[config.mk]
export PLATFORM = sky130hd
export DESIGN_NAME = ksrs_ctrl
export DESIGN_NICKNAME = d
export VERILOG_FILES = /design/src/sv/ksrs_pkg.sv /design/src/sv/ksrs_ctrl.sv
export SDC_FILE = /design/constraint.sdc
export NUM_CORES = 1
export LEC_CHECK = 0
export BUFFER_PORTS_ARGS = -buffer_cell sky130_fd_sc_hd__buf_2
export CAP_MARGIN = 10
export CORE_AREA = 2 2 39 41
export DETAILED_ROUTE_END_ITERATION = 8
export DIE_AREA = 0 0 41 43
export GPL_TIMING_DRIVEN = 0
export HOLD_SLACK_MARGIN = 0.15
export PLACE_DENSITY_LB_ADDON = 0.05
export SLEW_MARGIN = 20
export SYNTH_ARGS = -nofsm -noshare
export SYNTH_HDL_FRONTEND = slang
export SYNTH_SLANG_ARGS = --single-unit
[constraint.sdc]
create_clock -name clk -period 1.3 [get_ports clk]
set_clock_uncertainty 0.2 [all_clocks]
set_input_delay 0.13 -clock clk [delete_from_list [all_inputs] [get_ports clk]]
set_output_delay 0.13 -clock clk [all_outputs]
set_load 0.1 [all_outputs]
[src/sv/ksrs_pkg.sv]
// Package for the k-mer set read screen: sizes, codes, word types and the
// command and status structs shared by controller, datapath and top level.
// Depends on nothing.
package ksrs_pkg;

    // Bucket count must be a power of two: the bucket is the low code bits.
    localparam int TABLE_BUCKETS = 4096;
    localparam int BUCKET_WAYS   = 4;
    localparam int BUCKET_BITS   = $clog2(TABLE_BUCKETS);

    localparam int CODE_W = 64;
    localparam int KLEN_W = 6;
    localparam int CNT_W  = 32;
    localparam int ADDR_W = 3;
    localparam int DATA_W = 32;

    localparam logic [KLEN_W-1:0] KLEN_RESET = 6'd21;
    localparam logic [KLEN_W-1:0] KLEN_MAX   = 6'd32;

    // Register index, taken from paddr[2].
    localparam logic REG_K_SIZE = 1'b0;

    localparam logic REQ_INSERT = 1'b0;
    localparam logic REQ_SCAN   = 1'b1;

    localparam logic KIND_ACK     = 1'b0;
    localparam logic KIND_VERDICT = 1'b1;

    localparam logic [7:0] CHAR_UP_A = 8'h41;
    localparam logic [7:0] CHAR_UP_C = 8'h43;
    localparam logic [7:0] CHAR_UP_G = 8'h47;
    localparam logic [7:0] CHAR_UP_T = 8'h54;
    localparam logic [7:0] CHAR_LO_A = 8'h61;
    localparam logic [7:0] CHAR_LO_C = 8'h63;
    localparam logic [7:0] CHAR_LO_G = 8'h67;
    localparam logic [7:0] CHAR_LO_T = 8'h74;

    localparam logic [1:0] BASE_A = 2'd0;
    localparam logic [1:0] BASE_C = 2'd1;
    localparam logic [1:0] BASE_G = 2'd2;
    localparam logic [1:0] BASE_T = 2'd3;

    typedef struct packed {
        logic              req_type;
        logic [CODE_W-1:0] kmer_code;
        logic [7:0]        base_char;
        logic              end_of_read;
        logic              end_of_pair;
    } req_t;

    typedef struct packed {
        logic             result_kind;
        logic             pair_matched;
        logic             table_full;
        logic [CNT_W-1:0] total_pairs;
        logic [CNT_W-1:0] total_matched;
    } rsp_t;

    typedef struct packed {
        logic              valid;
        logic [CODE_W-1:0] code;
    } slot_t;

    typedef slot_t [BUCKET_WAYS-1:0] row_t;

    // Commands from the controller to the datapath.
    typedef struct packed {
        logic clr_step;
        logic take_ins;
        logic take_scan;
        logic rd_second;
        logic ins_chk_first;
        logic ins_chk_second;
        logic scan_chk;
    } cmd_t;

    // Status from the datapath to the controller.
    typedef struct packed {
        logic clr_last;
        logic out_blocked;
        logic scan_eop;
    } sts_t;

endpackage

[src/sv/ksrs_ctrl.sv]
// Controller of the k-mer set read screen: sequences the clearing pass,
// the scan (accept, check) and the insert (accept, first check, second read, second check). Depends on ksrs_pkg.
module ksrs_ctrl (
    input  logic            clk,
    input  logic            rst_n,
    input  logic            req_valid,
    input  logic            req_type,
    output logic            req_ready,
    input  ksrs_pkg::sts_t  sts,
    output ksrs_pkg::cmd_t  cmd
);

    typedef enum logic [2:0] {
        ST_CLEAR,
        ST_IDLE,
        ST_SCAN_CHK,
        ST_INS_CHK1,
        ST_INS_RD2,
        ST_INS_CHK2
    } state_t;

    state_t state_reg;
    state_t state_next;

    always_comb
    begin
        state_next = state_reg;
        cmd        = '0;
        req_ready  = 1'b0;
        unique case (state_reg)
            ST_CLEAR:
            begin
                cmd.clr_step = 1'b1;
                if (sts.clr_last)
                begin
                    state_next = ST_IDLE;
                end
            end
            ST_IDLE:
            begin
                req_ready = 1'b1;
                if (req_valid)
                begin
                    if (req_type == ksrs_pkg::REQ_INSERT)
                    begin
                        cmd.take_ins = 1'b1;
                        state_next   = ST_INS_CHK1;
                    end
                    else
                    begin
                        cmd.take_scan = 1'b1;
                        state_next    = ST_SCAN_CHK;
                    end
                end
            end
            ST_SCAN_CHK:
            begin
                // A base that ends a pair waits here until the output word is free.
                if (!(sts.scan_eop && sts.out_blocked))
                begin
                    cmd.scan_chk = 1'b1;
                    state_next   = ST_IDLE;
                end
            end
            ST_INS_CHK1:
            begin
                cmd.ins_chk_first = 1'b1;
                state_next        = ST_INS_RD2;
            end
            ST_INS_RD2:
            begin
                cmd.rd_second = 1'b1;
                state_next    = ST_INS_CHK2;
            end
            ST_INS_CHK2:
            begin
                if (!sts.out_blocked)
                begin
                    cmd.ins_chk_second = 1'b1;
                    state_next         = ST_IDLE;
                end
            end
            default:
            begin
                state_next = ST_IDLE;
            end
        endcase
    end

    always_ff @(posedge clk or negedge rst_n)
    begin
        if (!rst_n)
        begin
            state_reg <= ST_CLEAR;
        end
        else
        begin
            state_reg <= state_next;
        end
    end

endmodule

==> metrics.cfg <==
[setup_path]
cp_data_required_time_ns=0.97
path_class=reg -> out
path_buf_inv=2
cp_cell_sequence=buf_8 -> nor3b_4 -> and3b_4 -> buf_12
critPathMaxStageDelay_ns=0.38
worst-path-max-fanout=6
critPathLaunchType=flop
critPathArrivalTime_ns=1.37
crit_family=simple AND/OR/NAND/NOR gates
endpoint_kind=primary output
crit_slowest_cell=dfrtp_1

[detailed_routing]
viasPerCell=4.50
routed_wl_um=820
drt_first_pass_iters=2
vias=315
drc_errors=0
drt_iter0_drc=5
final_antenna_net_count=0
wire_per_inst_um=11.7

[global_routing]
grt_max_degree=11
grt_pass1_wl_um=1350
antenna_found_initial=0
grt_pass1_vias=332
grtUsageTotal_pct=11.5
grt_overflow_total=0

[cells_and_area]
antenna_cells=0
final_nets=62
final_cell_mix=7 x buf_6, 7 x buf_12, 6 x buf_2
syn_to_final_growth_pct=182
largest_register_ffs=3
postLayoutCellArea_um2=646
nFillCells=138
final_core_util_pct=46.7
drive_above_1_share_pct=70.4

[floorplan]
core_um2=1380
die_h_um=43
die_area_um2=1760
io_pins=15
die_x_um=41
initial_core_util_pct=16.5
fp-row-count=14

[min_path]
hold_class=in -> reg

[timing]
slew_headroom_pct=82.6
min_period_over_period_pct=130
finalCriticalPeriod_ns=1.70
max_freq_ghz=0.590
maxSlewViolCount=0
rsz0062_at_grt=yes
layout_setup_ws_ns=-0.396
finalHoldViolations=0
final-setup-viol-count=10
tightest_slew_ns=0.261

[synth]
yosysUniqueCellTypes=20
yosysWarnings=0
syn_inst=24
yosysSeqAreaShare_pct=32.8
mappedNetlistArea_um2=229
syn_nets=31
synth-seq-cells=3
avgSynthCellArea_um2=9.54

[cts]
cts.sinks=3
cts-root-buf=clkbuf_4
htree_num_levels=1
tritoncts=yes
clk_pin_slew_ns=0.04
clk_latency_ns=0.23
cts_buffers=3
cts-hold-fix-buffers=5
clockBufferDepth=2

[placed_design]
portBuffers=14
dpl-instance-area_um2=375
dp_hpwl_um=538
gp_congestion=0.630

[run_status]
status=finished, violations left
violations=negative setup slack

[flow_run]
cap_violations=0

-- path summary, 6_finish.rpt --
check | from | endpoint | slack, ns | cells past startpoint
setup / recovery | state_reg[2] | cmd[5] | -0.40 | 4
hold / removal | sts[2] | state_reg[0] | 0.05 | 3
setup reg to reg | state_reg[0] | state_reg[0] | -0.12 | 4
hold reg to reg | state_reg[2] | state_reg[1] | 0.37 | 2
max in group asynchronous | rst_n | state_reg[0] | 0.18 | 3
min in group asynchronous | rst_n | state_reg[2] | 0.57 | 3
-- stage by stage --
| stage | std cells | setup slack (ns) | setup TNS (ns) | hold slack, ns |
|---|---|---|---|---|
| floorplan | 24 | -0.979 | -5.03 | -0.366 |
| CTS | 67 | -0.405 | -2.86 | 0.0471 |
| finish | 70 | -0.396 | -2.88 | 0.0508 |
| global placement | 54 | -0.366 | -2.05 | -0.276 |
| detailed placement | 54 | -0.398 | -2.22 | -0.271 |
| global route | 70 | -0.463 | -3.55 | 0.0621 |
-- cell usage after synthesis --
cell       number  share of area (%)
and3b_1         3                 11
clkbuf_2        1                2.2
a221o_1         1                4.4
nand3b_1        1                3.3
dfrtp_1         3                 33
inv_1           1                1.6
and3_1          1                2.7
nand4b_1        1                3.8
nor3b_2         1                5.5
nor2b_1         1                2.7
nor3b_1         1                3.3
o21ba_2         1                4.4
a31o_2          1                3.8
nor3_1          1                2.2
buf_4           1                3.3
nand2b_1        1                2.7
a21oi_1         1                2.2
a2111oi_0       1                3.8
nand3_1         1                2.2
nand2_1         1                1.6
-- worst reg2reg max path, cell delays in order (launching register included) --
cell and delay (ns):
dfrtp_2 0.44, buf_6 0.13, buf_6 0.09, o21ba_2 0.14, a221o_1 0.29
-- layout make-up --
cell class / count / area, um^2 / area share (%)
plain buffers: 2 / 26.3 / 4.07
repair buffers: 26 / 303 / 46.9
inverters: 1 / 3.75 / 0.581
multi-input cells: 18 / 190 / 29.5
well taps: 16 / 20.0 / 3.10
clock buffers: 4 / 26.3 / 4.07
flip-flops and latches: 3 / 76.3 / 11.8
-- metal layers --
metal  track usage [%]  up-vias  part of all wire, %
met3              5.24        0                  5.1
met4              6.00        0                    0
met2              16.9       11                   55
met5                 0        -                    0
li1                  -      152                    -
met1              13.3      152                   40
-- timing repair --
action	4_1_cts	5_1_grt
setup buffers	4	3
pin swaps	4	3
endpoints found under the setup margin	9	10
endpoints found under the hold margin	6	1
gates resized for setup	36	2
-- kinds of logic after synthesis --
logic type | after synthesis | synth area share, %
buffers and inverters | 3 | 7.10
and+or+nand+nor | 13 | 41.5
AOI/OAI and AO/OA | 5 | 18.6
DFF | 3 | 32.8
Power is left out: the tool's default activity adds up to more than one toggle a clock period on the data nets, which glitch-free logic cannot reach.
